--- config.mk ---
export PLATFORM = sky130hd
export DESIGN_NAME = sita_fifo
export DESIGN_NICKNAME = d
export VERILOG_FILES = /design/src/rtl/core/sita_pkg.sv /design/src/rtl/core/sita_fifo.sv
export SDC_FILE = /design/constraint.sdc
export NUM_CORES = 1
export LEC_CHECK = 0
export BUFFER_PORTS_ARGS = -buffer_cell sky130_fd_sc_hd__buf_2
export CAP_MARGIN = 20
export CORE_ASPECT_RATIO = 0.9
export CORE_UTILIZATION = 56
export CTS_CLUSTER_SIZE = 10
export DETAILED_ROUTE_END_ITERATION = 16
export GPL_TIMING_DRIVEN = 0
export PLACE_DENSITY_LB_ADDON = 0.25
export SYNTH_ARGS = -nofsm -noshare
export SYNTH_HDL_FRONTEND = slang
export SYNTH_SLANG_ARGS = --single-unit
--- constraint.sdc ---
create_clock -name clk_i -period 5 [get_ports clk_i]
set_input_delay 1 -clock clk_i [delete_from_list [all_inputs] [get_ports clk_i]]
set_output_delay 1 -clock clk_i [all_outputs]
set_load 0.03 [all_outputs]
--- src/rtl/core/sita_pkg.sv ---
// ----------------------------------------------------------------------------
// sita_pkg
// Shared types and constants for the signed integer to decimal text core.
// ----------------------------------------------------------------------------
package sita_pkg;

  localparam int unsigned ValueW       = 32;
  localparam int unsigned CharW        = 8;
  localparam int unsigned DigitW       = 4;
  localparam int unsigned MaxDigits    = 10;
  localparam int unsigned NdigW        = 4;
  localparam int unsigned QueueDepthDef = 2;

  localparam logic [CharW-1:0]  DigitBase  = 8'd48;
  localparam logic [CharW-1:0]  MinusChar  = 8'd45;
  localparam logic [ValueW-1:0] RecipTen   = 32'hCCCC_CCCD;
  localparam int unsigned       RecipShift = 35;

  // One converted number: sign, digit count and digits, least significant first.
  typedef struct packed {
    logic                                neg;
    logic [NdigW-1:0]                    ndig;
    logic [MaxDigits-1:0][DigitW-1:0]    digits;
  } sita_rec_t;

endpackage

--- src/rtl/core/sita_fifo.sv ---
// ----------------------------------------------------------------------------
// sita_fifo
// Small register queue between the converter and the character serializer.
// ----------------------------------------------------------------------------
module sita_fifo
  import sita_pkg::*;
#(
  parameter int unsigned Depth = QueueDepthDef
)(
  input  logic      clk_i,
  input  logic      rst_ni,
  input  logic      push_i,
  input  sita_rec_t data_i,
  output logic      full_o,
  input  logic      pop_i,
  output logic      empty_o,
  output sita_rec_t data_o
);

  localparam int unsigned PtrW = (Depth > 1) ? $clog2(Depth) : 1;
  localparam int unsigned CntW = $clog2(Depth + 1);

  sita_rec_t         mem_q [Depth];
  logic [PtrW-1:0]   wr_ptr_q, wr_ptr_d;
  logic [PtrW-1:0]   rd_ptr_q, rd_ptr_d;
  logic [CntW-1:0]   count_q, count_d;

  assign full_o  = (count_q == CntW'(Depth));
  assign empty_o = (count_q == '0);
  assign data_o  = mem_q[rd_ptr_q];

  always_comb begin
    wr_ptr_d = wr_ptr_q;
    rd_ptr_d = rd_ptr_q;
    count_d  = count_q;
    if (push_i) begin
      wr_ptr_d = (wr_ptr_q == PtrW'(Depth - 1)) ? '0 : wr_ptr_q + PtrW'(1);
    end
    if (pop_i) begin
      rd_ptr_d = (rd_ptr_q == PtrW'(Depth - 1)) ? '0 : rd_ptr_q + PtrW'(1);
    end
    if (push_i && !pop_i) begin
      count_d = count_q + CntW'(1);
    end else if (pop_i && !push_i) begin
      count_d = count_q - CntW'(1);
    end
  end

  always_ff @(posedge clk_i or negedge rst_ni) begin
    if (!rst_ni) begin
      wr_ptr_q <= '0;
      rd_ptr_q <= '0;
      count_q  <= '0;
    end else begin
      wr_ptr_q <= wr_ptr_d;
      rd_ptr_q <= rd_ptr_d;
      count_q  <= count_d;
    end
  end

  always_ff @(posedge clk_i) begin
    if (push_i) begin
      mem_q[wr_ptr_q] <= data_i;
    end
  end

endmodule

==> summary.txt <==
Clock tree
  • # hold bufs at CTS: 0
  • Clk root buf: clkbuf_8
  • Total CTS buffers: 9
  • H-Tree Depth: 3
  • CTS sink count: 94
  • Clock tree buffer depth: 2
  • CTS resizes: 0
  • Clk_lat worst skew: 340 ps
  • Post-CTS setup repair buffer count: 0
  • CTS tree: yes
  • Clk slew on worst S/H paths: 80 ps

Hold path
  • Hold Crit Class: input port to async pin

Logic synthesis
  • Gate Count Post-Synth: 156
  • Yosys cell types: 13
  • Post-synthesis average cell area: 23.3 sq um
  • Syn_nets: 206
  • Dominant synthesized flop cell: edfxtp_1
  • Syn. warnings: 0
  • Simple-Gate Fraction of Synth Area: 0.00723
  • Commonest cells post-synth: edfxtp_1, mux2_4, mux2_2
  • Largest cells by area after synthesis: edfxtp_1, mux2_4, dfrtp_1
  • Synth Area in Adders: 0.00344
  • Seq/Total Area, Yosys: 0.771
  • EDFF count, synth: 90
  • Post-synthesis mux area share: 0.180
  • Share of the synthesized area in the top cell type: 0.744
  • Xor and xnor area share after synthesis: 0.0121
  • #FFs+latches synth: 94
  • Largest family of logic cells by synthesized area: multiplexers
  • Syn Std Cell Area: 0.00363 sq mm
  • Asr flop ratio synth: 0.0426
  • Most frequent cell after synthesis: edfxtp_1
  • Post-synthesis compound-gate area fraction: 0
  • Yosys top cell by area: edfxtp_1

Placement
  • Gpl congestion: 0.659
  • Post-Place Worst Slack: 2740 ps
  • HPWL after DPL: 3650 um
  • Inst Count DP: 340
  • Cell Area, Placed: 0.00427 sq mm
  • IO buf count: 95

Worst setup path
  • CP max stage delay: 340 ps
  • Crit Path Class: flip-flop to output pin
  • Data arrival, critical path: 1520 ps
  • Crit-path cells: buf_6, buf_12, mux2_4, buf_2
  • Worst-path fanout max: 10
  • Worst setup EP type: output pin
  • Critical path's slowest cell: dfrtp_1
  • CP Launch Type: flip-flop
  • Worst path buffer plus inverter count: 3
  • CP required: 4000 ps
  • Crit path max-delay family: buffers and inverters

Global routing
  • Global-route wire length before repair: 8120 um
  • Vias in the first global route: 1755
  • GRT Util Overall: 0.166
  • Grt ovf: 0
  • Largest net degree at the start of global routing: 29
  • Initial antenna violation count: 0

Power and ir drop
  • Pint: 1.79 mW
  • Sw power: 0.917 mW
  • Sequential cell fraction of total power: 0.403
  • Comb power frac: 0.408
  • Power Density: 606 mW/mm^2
  • Clock share of power: 0.188
  • IR drop worst, VDD: 0.423 mV
  • Switching part of the total power: 0.339
  • Leakage power: 1.82 nW
  • Pwr Total: 2.71 mW

STA
  • Max-slew violation count: 0
  • Final setup viols: 0
  • Final min period: 2520 ps
  • Fin. Hold Viols: 0
  • Worst-Margin Slew: 579 ps
  • Rel. slew slack: 0.613
  • F_max: 397 MHz
  • Setup ws final: 2480 ps
  • Hold slack final: 456 ps
  • RSZ-0062 raised after global routing: no
  • Tcrit/Tclk final: 0.504
  • Clock skew: 5.49 ps
  • Post-route setup TNS: 0 ps

Detailed routing
  • Vias after detailed routing: 1708
  • Drt first pass iters: 3
  • Post-route ant nets: 0
  • Post-route DRC violation count: 0
  • Total wire length: 5310 um
  • Iter 0 DRT Violations: 71
  • Mean routed wirelength per cell: 15.0 um
  • Via density: 4.81

Status
  • Outcome: finished, final reports clean

Die
  • Ports: 96
  • Core ar.: 0.00618 sq mm
  • Die extent in y: 78.4 um
  • Die area: 0.00681 sq mm
  • Die W: 86.9 um
  • Initial Utilization: 0.588
  • Row Count: 27

Cells and area
  • Fin area: 0.00447 sq mm
  • Layout area overhead: 23.0%
  • Net count, final: 314
  • Layout Utilization: 0.723
  • Finished Layout Cells: 355
  • Layout cells sized above 1: 0.601
  • Antenna Cells: 0

Job
  • Max_cap viols: 0
layout make-up:
type	count	area [sq um]
Tap cell	87	109
Timing Repair Buffer	97	515
Clock inverter	5	75.1
Inverter	1	3.75
Sequential cell	94	2800
Buffer	5	91.3
Multi-Input combinational cell	56	744
Fill cell	399	1710
Clock buffer	10	128
kinds of logic after synthesis:
logic type	count (synthesis)
fa+ha+maj	1
mux	45
simple gates	5
buf+inv	6
flops	94
xor+xnor	5
final timing paths:
check                      slack, ps                      to                   start  depth (start not counted)
hold reg to reg                  500  count_q[1]$_DFFE_PN0P_  count_q[1]$_DFFE_PN0P_                          1
min in group clk_i               500  count_q[1]$_DFFE_PN0P_  count_q[1]$_DFFE_PN0P_                          1
setup / recovery                2480               data_o[5]    rd_ptr_q$_DFFE_PN0P_                          4
setup reg to reg                3490   mem_q[0][3]$_DFFE_PP_    wr_ptr_q$_DFFE_PN0P_                          2
max in group asynchronous       4420    rd_ptr_q$_DFFE_PN0P_                  rst_ni                          1
hold / removal                   460    wr_ptr_q$_DFFE_PN0P_                  rst_ni                          1
state kept, by name, summed over array words and instances, names as in the netlist:
signal and flops:
count_q 2, wr_ptr_q 1, rd_ptr_q 1, mem_q 90
power groups by stage:
stage	sequential, mW	clock (mW)	combinational, mW
after floorplan	1.10	0	0.866
after global placement	1.11	0	1.09
after detailed placement	1.11	0	1.12
after CTS	1.09	0.520	1.12
after global routing	1.11	0.551	1.17
final	1.09	0.509	1.11
worst reg2reg max path, cell delays in order, from the launching register on:
cell,delay [ps]
dfrtp_1,430
nor2b_4,500
buf_12,270
metal layers:
layer,up-vias,global-route usage,share of wire
met1,825,0.198,0.43
met2,56,0.280,0.51
met3,6,0.0494,0.049
met4,0,0.0750,0.010
li1,821,-,-
met5,-,0,0
placed cells by master, fill, tap and decap left out:
master,count
and2_2,1
clkbuf_8,9
xnor2_1,1
clkinvlp_4,1
clkinv_1,2
buf_6,1
clkbuf_1,1
ha_1,1
buf_2,95
nor2_1,2
mux2_2,6
edfxtp_1,90
nor2b_1,1
mux2_4,39
buf_12,6
inv_1,1
xor2_1,4
nor2b_4,1
bufinv_16,2
dfrtp_1,4
(Power assumes the default switching activity.)
