===== config.mk =====
export PLATFORM = sky130hd
export DESIGN_NAME = sita_back
export DESIGN_NICKNAME = d
export VERILOG_FILES = /design/src/rtl/core/sita_pkg.sv /design/src/rtl/core/sita_back.sv
export SDC_FILE = /design/constraint.sdc
export NUM_CORES = 1
export LEC_CHECK = 0
export BUFFER_PORTS_ARGS = -buffer_cell sky130_fd_sc_hd__buf_2
export CAP_MARGIN = 15
export CORE_MARGIN = 4
export CORE_UTILIZATION = 40
export CTS_CLUSTER_DIAMETER = 60
export DETAILED_ROUTE_END_ITERATION = 8
export GPL_TIMING_DRIVEN = 0
export PLACE_DENSITY = 0.74
export SLEW_MARGIN = 20
export SYNTH_ARGS = -nofsm -noshare
export SYNTH_HDL_FRONTEND = slang
export SYNTH_SLANG_ARGS = --single-unit

===== constraint.sdc =====
create_clock -name clk_i -period 2.9 [get_ports clk_i]
set_input_delay 0.29 -clock clk_i [delete_from_list [all_inputs] [get_ports clk_i]]
set_output_delay 0.29 -clock clk_i [all_outputs]
set_load 0.01 [all_outputs]

===== src/rtl/core/sita_pkg.sv =====
// ----------------------------------------------------------------------------
// sita_pkg
// Shared types and constants for the signed integer to decimal text core.
// ----------------------------------------------------------------------------
package sita_pkg;

  localparam int unsigned ValueW       = 32;
  localparam int unsigned CharW        = 8;
  localparam int unsigned DigitW       = 4;
  localparam int unsigned MaxDigits    = 10;
  localparam int unsigned NdigW        = 4;
  localparam int unsigned QueueDepthDef = 2;

  localparam logic [CharW-1:0]  DigitBase  = 8'd48;
  localparam logic [CharW-1:0]  MinusChar  = 8'd45;
  localparam logic [ValueW-1:0] RecipTen   = 32'hCCCC_CCCD;
  localparam int unsigned       RecipShift = 35;

  // One converted number: sign, digit count and digits, least significant first.
  typedef struct packed {
    logic                                neg;
    logic [NdigW-1:0]                    ndig;
    logic [MaxDigits-1:0][DigitW-1:0]    digits;
  } sita_rec_t;

endpackage


===== src/rtl/core/sita_back.sv =====
// ----------------------------------------------------------------------------
// sita_back
// Character serializer: sign first, then digits most significant first.
// ----------------------------------------------------------------------------
module sita_back
  import sita_pkg::*;
(
  input  logic             clk_i,
  input  logic             rst_ni,
  input  logic             empty_i,
  input  sita_rec_t        rec_i,
  output logic             pop_o,
  output logic             valid_o,
  output logic [CharW-1:0] character_o,
  output logic             last_o
);

  logic                             have_q, have_d;
  logic                             sign_q, sign_d;
  logic [NdigW-1:0]                 idx_q, idx_d;
  logic [MaxDigits-1:0][DigitW-1:0] digits_q, digits_d;
  logic                             finish;

  assign finish = have_q && !sign_q && (idx_q == '0);
  assign pop_o  = !empty_i && (!have_q || finish);

  always_comb begin
    have_d   = have_q;
    sign_d   = sign_q;
    idx_d    = idx_q;
    digits_d = digits_q;
    if (have_q) begin
      if (sign_q) begin
        sign_d = 1'b0;
      end else if (idx_q != '0) begin
        idx_d = idx_q - NdigW'(1);
      end else begin
        have_d = 1'b0;
      end
    end
    if (pop_o) begin
      have_d   = 1'b1;
      sign_d   = rec_i.neg;
      idx_d    = rec_i.ndig - NdigW'(1);
      digits_d = rec_i.digits;
    end
  end

  assign valid_o     = have_q;
  assign character_o = sign_q ? MinusChar : (DigitBase + CharW'(digits_q[idx_q]));
  assign last_o      = finish;

  always_ff @(posedge clk_i or negedge rst_ni) begin
    if (!rst_ni) begin
      have_q <= 1'b0;
    end else begin
      have_q <= have_d;
    end
  end

  always_ff @(posedge clk_i) begin
    sign_q   <= sign_d;
    idx_q    <= idx_d;
    digits_q <= digits_d;
  end

endmodule


==> results of run 1 <==
[logic make-up (layout without fill, tap and decap cells)]
| family | after synthesis | after routing | synth area share (%) |
|---|---|---|---|
| compound gates | 17 | 17 | 6.32 |
| flops | 46 | 46 | 69.5 |
| mux | 21 | 21 | 11.2 |
| fa+ha+maj | 1 | 1 | 0.632 |
| other cells | 2 | 3 | 0.379 |
| buf+inv | 10 | 75 | 3.35 |
| simple gates | 24 | 24 | 7.26 |
| xor+xnor | 3 | 3 | 1.33 |
[cells in the final DEF (no fill, tap or decap), types with 2 or more instances in the layout]
master    netlist  final
buf_2           2     57
edfxtp_1       45     45
mux2i_1        20     20
nand3_1         7      7
buf_4           5      5
a22oi_1         5      5
clkbuf_8        0      5
nor2_1          4      4
nor2b_1         3      3
xor2_1          3      3
a21oi_1         3      3
o211ai_1        3      3
nand2b_1        3      3
conb_1          2      3
o31ai_1         2      2
inv_1           2      2
[routing by layer]
layer / routed length, um / part of all wire [%] / vias to the layer above
met3: 263 / 7.3 / 5
met2: 1920 / 53 / 54
met1: 1400 / 39 / 569
li1: - / - / 598
met4: 44 / 1.2 / 0
met5: 0 / 0 / -
[state kept, by name (all words and copies together), names as in the netlist]
| register | count |
|---|---|
| valid_o | 1 |
| sign_q | 1 |
| digits_q | 40 |
| idx_q | 4 |
[worst paths after layout]
kind / startpoint / end / cells after the start
min in group asynchronous: rst_ni / valid_o / 2
max reg2reg: idx_q[1] / idx_q[2] / 7
max: idx_q[1] / pop_o / 5
max in group asynchronous: rst_ni / valid_o / 2
min reg2reg: valid_o / sign_q / 1
min: rec_i[2] / digits_q[2] / 1
[per-stage QoR]
step / instance area [um^2] / setup WS (ns) / std cells
2_1_floorplan: 1980 / 0.478 / 125
3_3_place_gp: 2340 / 0.199 / 247
3_5_place_dp: 2340 / 0.147 / 247
4_1_cts: 2440 / 0.123 / 256
5_1_grt: 2470 / 0.485 / 257
6_report: 2470 / 0.651 / 257
[where the power goes]
group / internal, uW / switching, uW
Combinational: 389 / 479
Sequential: 909 / 52.5
Clock: 169 / 206
[area by class of cell]
class	count	area (um^2)	area share, %
Multi-Input combinational cell	69	542	21.9
Sequential cell	46	1380	55.7
Clock inverter	3	20.0	0.811
Inverter	2	7.51	0.304
Buffer	8	58.8	2.38
Timing Repair Buffer	57	313	12.7
Clock buffer	5	68.8	2.79
Tap cell	67	83.8	3.39
==> qor.txt, run 1 <==
=================================================================================
Reg clk slew, reported paths .......................................      0.08 ns
Largest cells by area after synthesis .............................. edfxtp_1, mux2i_1, a22oi_1
Rows ...............................................................           25
Endpoints failing hold .............................................            0
Cell type contributing the most total cell area after synthesis ....     edfxtp_1
Area share of the largest cell type after synthesis ................        68.2%
IR drop worst, VDD .................................................       419 uV
Width of the die ...................................................      78.4 um
Vertical extent of the die .........................................      78.4 um
Max-Cap Viols ......................................................            0
Fin Hold WS ........................................................     0.162 ns
TritonCTS sink count ...............................................           46
Count of yosys warnings during synthesis ...........................            0
Combined buffer and inverter count along the critical path .........            2
Ratio of total power to cell area ..................................  893 nW/um^2
Final worst path period need .......................................      2.25 ns
Wire length of the first global-routing pass .......................      5870 um
Maximum cell stage delay along the critical path ...................      0.47 ns
Hold buffer count at cts ...........................................            1
Headroom to the max-slew limit .....................................        61.7%
Largest net degree at the start of global routing ..................           45
Pre-Repair DR Iteration Count ......................................            5
Residual overflow from global routing ..............................            0
Detailed-route vias per instance ...................................         4.77
Number of vias after detailed routing ..............................         1226
Run status ......................................................... finished clean
Number of enable-type register cells in the synthesized netlist ....           45
Finished Core Util .................................................        51.9%
Portion of the post-synthesis area used by sequential elements .....        69.5%
Leakage power total ................................................  0.000983 uW
Final GP Congestion ................................................        0.708
Growth of design area from synthesis to finish .....................        24.7%
Post-detailed-route count of antenna-violating nets ................            0
Most frequent cell after synthesis .................................     edfxtp_1
Number of H-tree branching levels ..................................            2
Nets ...............................................................          238
Gr busiest metal ...................................................         met2
Most frequently used flop master after synthesis ...................     edfxtp_1
Arr. time, crit path ...............................................      1.96 ns
Input/output buffers ...............................................           55
Filler cells .......................................................          427
Netlist area before placement ......................................    1980 um^2
Worst-path maximum fanout ..........................................           18
Slowest-stage cell, CP .............................................       nor2_4
Die area ...........................................................    6140 um^2
Number of remaining DRC errors .....................................            0
Kind of critical path ..............................................      reg2out
Clock skew after layout ............................................   0.00480 ns
Count of pins on the block boundary ................................           59
Final Total Pwr ....................................................      2210 uW
Antenna violations before repair ...................................            0
Sequence of cells on the critical path ............................. buf_6 > nor3_2 > a21boi_2 > nor2_4 > buf_2
Seq cells post-synth ...............................................           46
All-Layer GR Usage .................................................        12.5%
Routed wire length .................................................      3620 um
Async SR Flop Fraction .............................................        2.17%
Total inserted antenna cells .......................................            0
Met3 usage in global routing .......................................        4.24%
Number of global-route vias before repair ..........................         1268
Effective utilization at floorplan .................................        41.7%
Placed wire-length estimate after detailed placement ...............      2710 um
Unrepaired setup endpoints after global routing ....................           no
Total count of max-transition violations in the final report .......            0
Distinct cell type count after synthesis ...........................           30
Setup repair bufs after CTS ........................................            0
Slew at the pin closest to its max-slew limit ......................     0.574 ns
Clock buffers created by TritonCTS .................................            5
Number of buffers between clock root and the deepest sink ..........            2
Fraction of layout cells with a size suffix above 1 ................        40.0%
Total negative slack ...............................................         0 ns
Buffer type at the clock tree root .................................     clkbuf_8
Cells after Synth ..................................................          124
Peak Freq ..........................................................      445 MHz
Class of the tightest hold or removal check ........................       in2reg
Mean routed wirelength per cell ....................................      14.1 um
Total setup violations reported at the end of the flow .............            0
Internal reg-to-reg setup slack ....................................      0.67 ns
Kind of end point of the critical path .............................   output pin
Source-to-sink clock delay at the later pin of the worst-skew pair .      0.29 ns
Area of the core ...................................................    4750 um^2
1st-iter DRT viols .................................................           62
CTS tree ...........................................................         done
Post-CTS resize count ..............................................            0
GR met2 Demand/Resource ............................................        21.3%
Critical Path Start Type ...........................................    flip-flop
Average instance area after synthesis ..............................    16.0 um^2
Top cell types by occurrence after synthesis ....................... edfxtp_1, mux2i_1, nand3_1
Met1 Use GR ........................................................        14.9%
Final cycle utilization of the critical path .......................        77.5%
Cell class contributing the biggest share of worst-path delay ...... simple AND/OR/NAND/NOR gates
Data required, critical path .......................................      2.61 ns
=================================================================================
Note: power is estimated with default switching activity, not from simulation.
==> run 2, diff against run 1 <==
--- a/config.mk
+++ b/config.mk
@@ -12,7 +12,7 @@
 export CTS_CLUSTER_DIAMETER = 60
 export DETAILED_ROUTE_END_ITERATION = 8
 export GPL_TIMING_DRIVEN = 0
-export PLACE_DENSITY = 0.74
+export PLACE_DENSITY = 0.77
 export SLEW_MARGIN = 20
 export SYNTH_ARGS = -nofsm -noshare
 export SYNTH_HDL_FRONTEND = slang
==> constraint.sdc (replaced) <==
create_clock -name clk_i -period 2 [get_ports clk_i]
set_input_delay 0.2 -clock clk_i [delete_from_list [all_inputs] [get_ports clk_i]]
set_output_delay 0.2 -clock clk_i [all_outputs]
set_load 0.01 [all_outputs]
==> qor.txt, run 2 (synthesized netlist as in run 1, its figures left out) <==
=====================================================================================
Endpoints failing hold .................................................            0   unchanged
Number of buffers between clock root and the deepest sink ..............            2   unchanged
Mean routed wirelength per cell ........................................      14.1 um   +0.19%
Detailed-route vias per instance .......................................         4.77   about the same
Final Total Pwr ........................................................      3380 uW   +53%
Filler cells ...........................................................          423   -0.94%
TritonCTS sink count ...................................................           46   unchanged
Leakage power total ....................................................   0.00103 uW   +4.7%
Input/output buffers ...................................................           55   unchanged
Arr. time, crit path ...................................................      1.75 ns   -0.21 ns
Ratio of total power to cell area ...................................... 1320 nW/um^2   +48%
Proportion of power drawn by the clock network .........................        15.9%   -1.1 points
Growth of design area from synthesis to finish .........................        29.2%
Post-detailed-route count of antenna-violating nets ....................            0   unchanged
Kind of critical path ..................................................      reg2out
Data required, critical path ...........................................      1.80 ns   -0.81 ns
Final GP Congestion ....................................................        0.724   +2.3%
Number of remaining DRC errors .........................................            0   unchanged
Placed wire-length estimate after detailed placement ...................      2580 um   -4.7%
Most frequent standard cell in the layout excluding fill and tap cells .        buf_2
Headroom to the max-slew limit .........................................        59.2%   -2.4 points
Number of global-route vias before repair ..............................         1260   -0.63%
End of the critical path ...............................................        pop_o
Startpoint of the lowest-slack register-to-register path ...............     idx_q[1]
Class of the tightest hold or removal check ............................       in2reg
Clock skew after layout ................................................   0.00486 ns   +0.0000622 ns
CTS tree ...............................................................         done
Internal power .........................................................      2240 uW   +52%
Max-Cap Viols ..........................................................            0   unchanged
Worst-path maximum fanout ..............................................            5   -13
All-Layer GR Usage .....................................................        13.1%   +0.61 points
Width of the die .......................................................      78.4 um   unchanged
Run status ............................................................. finished clean
Placed insts ...........................................................          247   unchanged
Fraction of power spent switching nets .................................        33.8%   +0.39 points
Fraction of layout cells with a size suffix above 1 ....................        45.7%   +5.7 points
Residual overflow from global routing ..................................            0   unchanged
Internal reg-to-reg setup slack ........................................      0.06 ns   -0.61 ns
Area of the core .......................................................    4750 um^2   unchanged
Total setup violations reported at the end of the flow .................            0   unchanged
Final cycle utilization of the critical path ...........................        97.6%
Total negative slack ...................................................         0 ns   unchanged
Largest registers ...................................................... digits_q: 40 flops, idx_q: 4 flops
Clock buffers created by TritonCTS .....................................            5   unchanged
Count of pins on the block boundary ....................................           59   unchanged
Reg clk slew, reported paths ...........................................      0.08 ns   about the same
Nets ...................................................................          247   +3.8%
Pre-Repair DR Iteration Count ..........................................            4   -1
Number of H-tree branching levels ......................................            2   unchanged
Final cell count without fillers .......................................          266   +3.5%
Die area ...............................................................    6140 um^2   unchanged
IR drop worst, VDD .....................................................       703 uV   +68%
Gate power share .......................................................        42.4%   +3.0 points
Total inserted antenna cells ...........................................            0   unchanged
Most used cell, CP .....................................................        buf_6
Vertical extent of the die .............................................      78.4 um   unchanged
Kind of end point of the critical path .................................   output pin
Sequence of cells on the critical path ................................. buf_6 > buf_6 > nor3_4 > a21boi_4 > nor2_4 > buf_4 > buf_2
1st-iter DRT viols .....................................................          111   +79%
Total count of max-transition violations in the final report ...........            0   unchanged
Routed wire length .....................................................      3760 um   +3.7%
Maximum cell stage delay along the critical path .......................      0.38 ns   -0.09 ns
R2r endpoint ...........................................................     idx_q[2]
Number of vias after detailed routing ..................................         1270   +3.6%
Largest net degree at the start of global routing ......................           23   -49%
Commonest non-fill, non-tap cells in the layout ........................ buf_2, edfxtp_1, mux2i_1, buf_4, nand3_1
Count of cells along the worst register-to-register path ...............            8   +1
Number of flip-flops in the largest register ...........................           40   unchanged
Fin Hold WS ............................................................    0.0734 ns   -0.0890 ns
Psw ....................................................................      1140 uW   +55%
Peak Freq ..............................................................      512 MHz
Rows ...................................................................           25   unchanged
Sequential share of power ..............................................        41.8%   -1.8 points
Slowest-stage cell, CP .................................................     edfxtp_1
Unrepaired setup endpoints after global routing ........................          yes
Wire length of the first global-routing pass ...........................      5960 um   +1.5%
Slew at the pin closest to its max-slew limit ..........................     0.610 ns   +0.0362 ns
Critical Path Start Type ...............................................    flip-flop
Largest register by flop count .........................................     digits_q
Crit path launch .......................................................     idx_q[1]
Buffer type at the clock tree root .....................................     clkbuf_8
Effective utilization at floorplan .....................................        41.7%   unchanged
Final worst path period need ...........................................      1.95 ns
Source-to-sink clock delay at the later pin of the worst-skew pair .....      0.29 ns   about the same
Antenna violations before repair .......................................            0   unchanged
=====================================================================================
==> run 2: cell count changes in the layout (fill, tap and decap cells not counted), sizes merged <==
| cell | delta |
|---|---|
| nor2 | +2 |
| inv | -1 |
| clkinv | +1 |
| buf | +7 |
==> run 2: worst min-delay path by stage <==
stage	start	endpoint	slack [ns]	cells past startpoint
2_1_floorplan	rst_ni	valid_o	-0.1	0
3_3_place_gp	rst_ni	valid_o	-0.02	1
3_5_place_dp	rst_ni	valid_o	-0.02	1
4_1_cts	rec_i[25]	digits_q[25]	0.06	1
5_1_grt	rec_i[9]	digits_q[9]	0.05	1
6_report	rec_i[9]	digits_q[9]	0.07	1
==> run 2: area by class of cell <==
cell class,count,area [um^2],share of cell area [%]
Sequential cell,46,1380,53.8
Multi-Input combinational cell,71,593,23.2
Timing Repair Buffer,64,349,13.6
Tap cell,67,83.8,3.27
Clock buffer,5,68.8,2.69
Buffer,8,65.1,2.54
Clock inverter,3,16.3,0.635
Inverter,2,7.51,0.293
==> run 2: per-layer routing <==
layer,vias to the layer above,wire (um),part of all wire [%],track usage (%)
met3,7,290,7.7,3.67
li1,621,-,-,-
met2,49,1850,49,21.5
met1,593,1550,41,16.5
met4,0,67,1.8,5.24
met5,-,0,0,0
==> run 2: worst max-delay path: cells and delay by family (launching register included) <==
| family | cells | cell delay, ns |
|---|---|---|
| simple gates | 2 | 0.42 |
| buf+inv | 4 | 0.52 |
| compound gates | 1 | 0.13 |
| flops | 1 | 0.38 |
==> run 2: power by group through the flow <==
stage / logic [uW] / registers (uW) / clock network [uW]
final: 1430 / 1410 / 536
after global routing: 1580 / 1440 / 602
after CTS: 1330 / 1410 / 552
after detailed placement: 1240 / 1430 / 0
after global placement: 1230 / 1420 / 0
after floorplan: 914 / 1410 / 0
==> run 2: what timing repair did <==
item                                    CTS  global route
hold buffers                              1             0
endpoints found under the setup margin   46             6
pin swaps                                 1            13
resized for setup                         1             9
buffers inserted                          4             4
cloned                                    2             0
endpoints found under the hold margin     1             0
==> run 2: through the flow <==
step / instance area, um^2 / worst slack [ns] / utilization (%)
2_1_floorplan: 2000 / -0.356 / -
3_5_place_dp: 2350 / -0.666 / 49.5
6_report: 2560 / 0.0483 / 53.8
5_1_grt: 2560 / -0.0488 / 53.8
4_1_cts: 2500 / 0.0417 / 52.5
3_3_place_gp: 2350 / -0.638 / 49.5
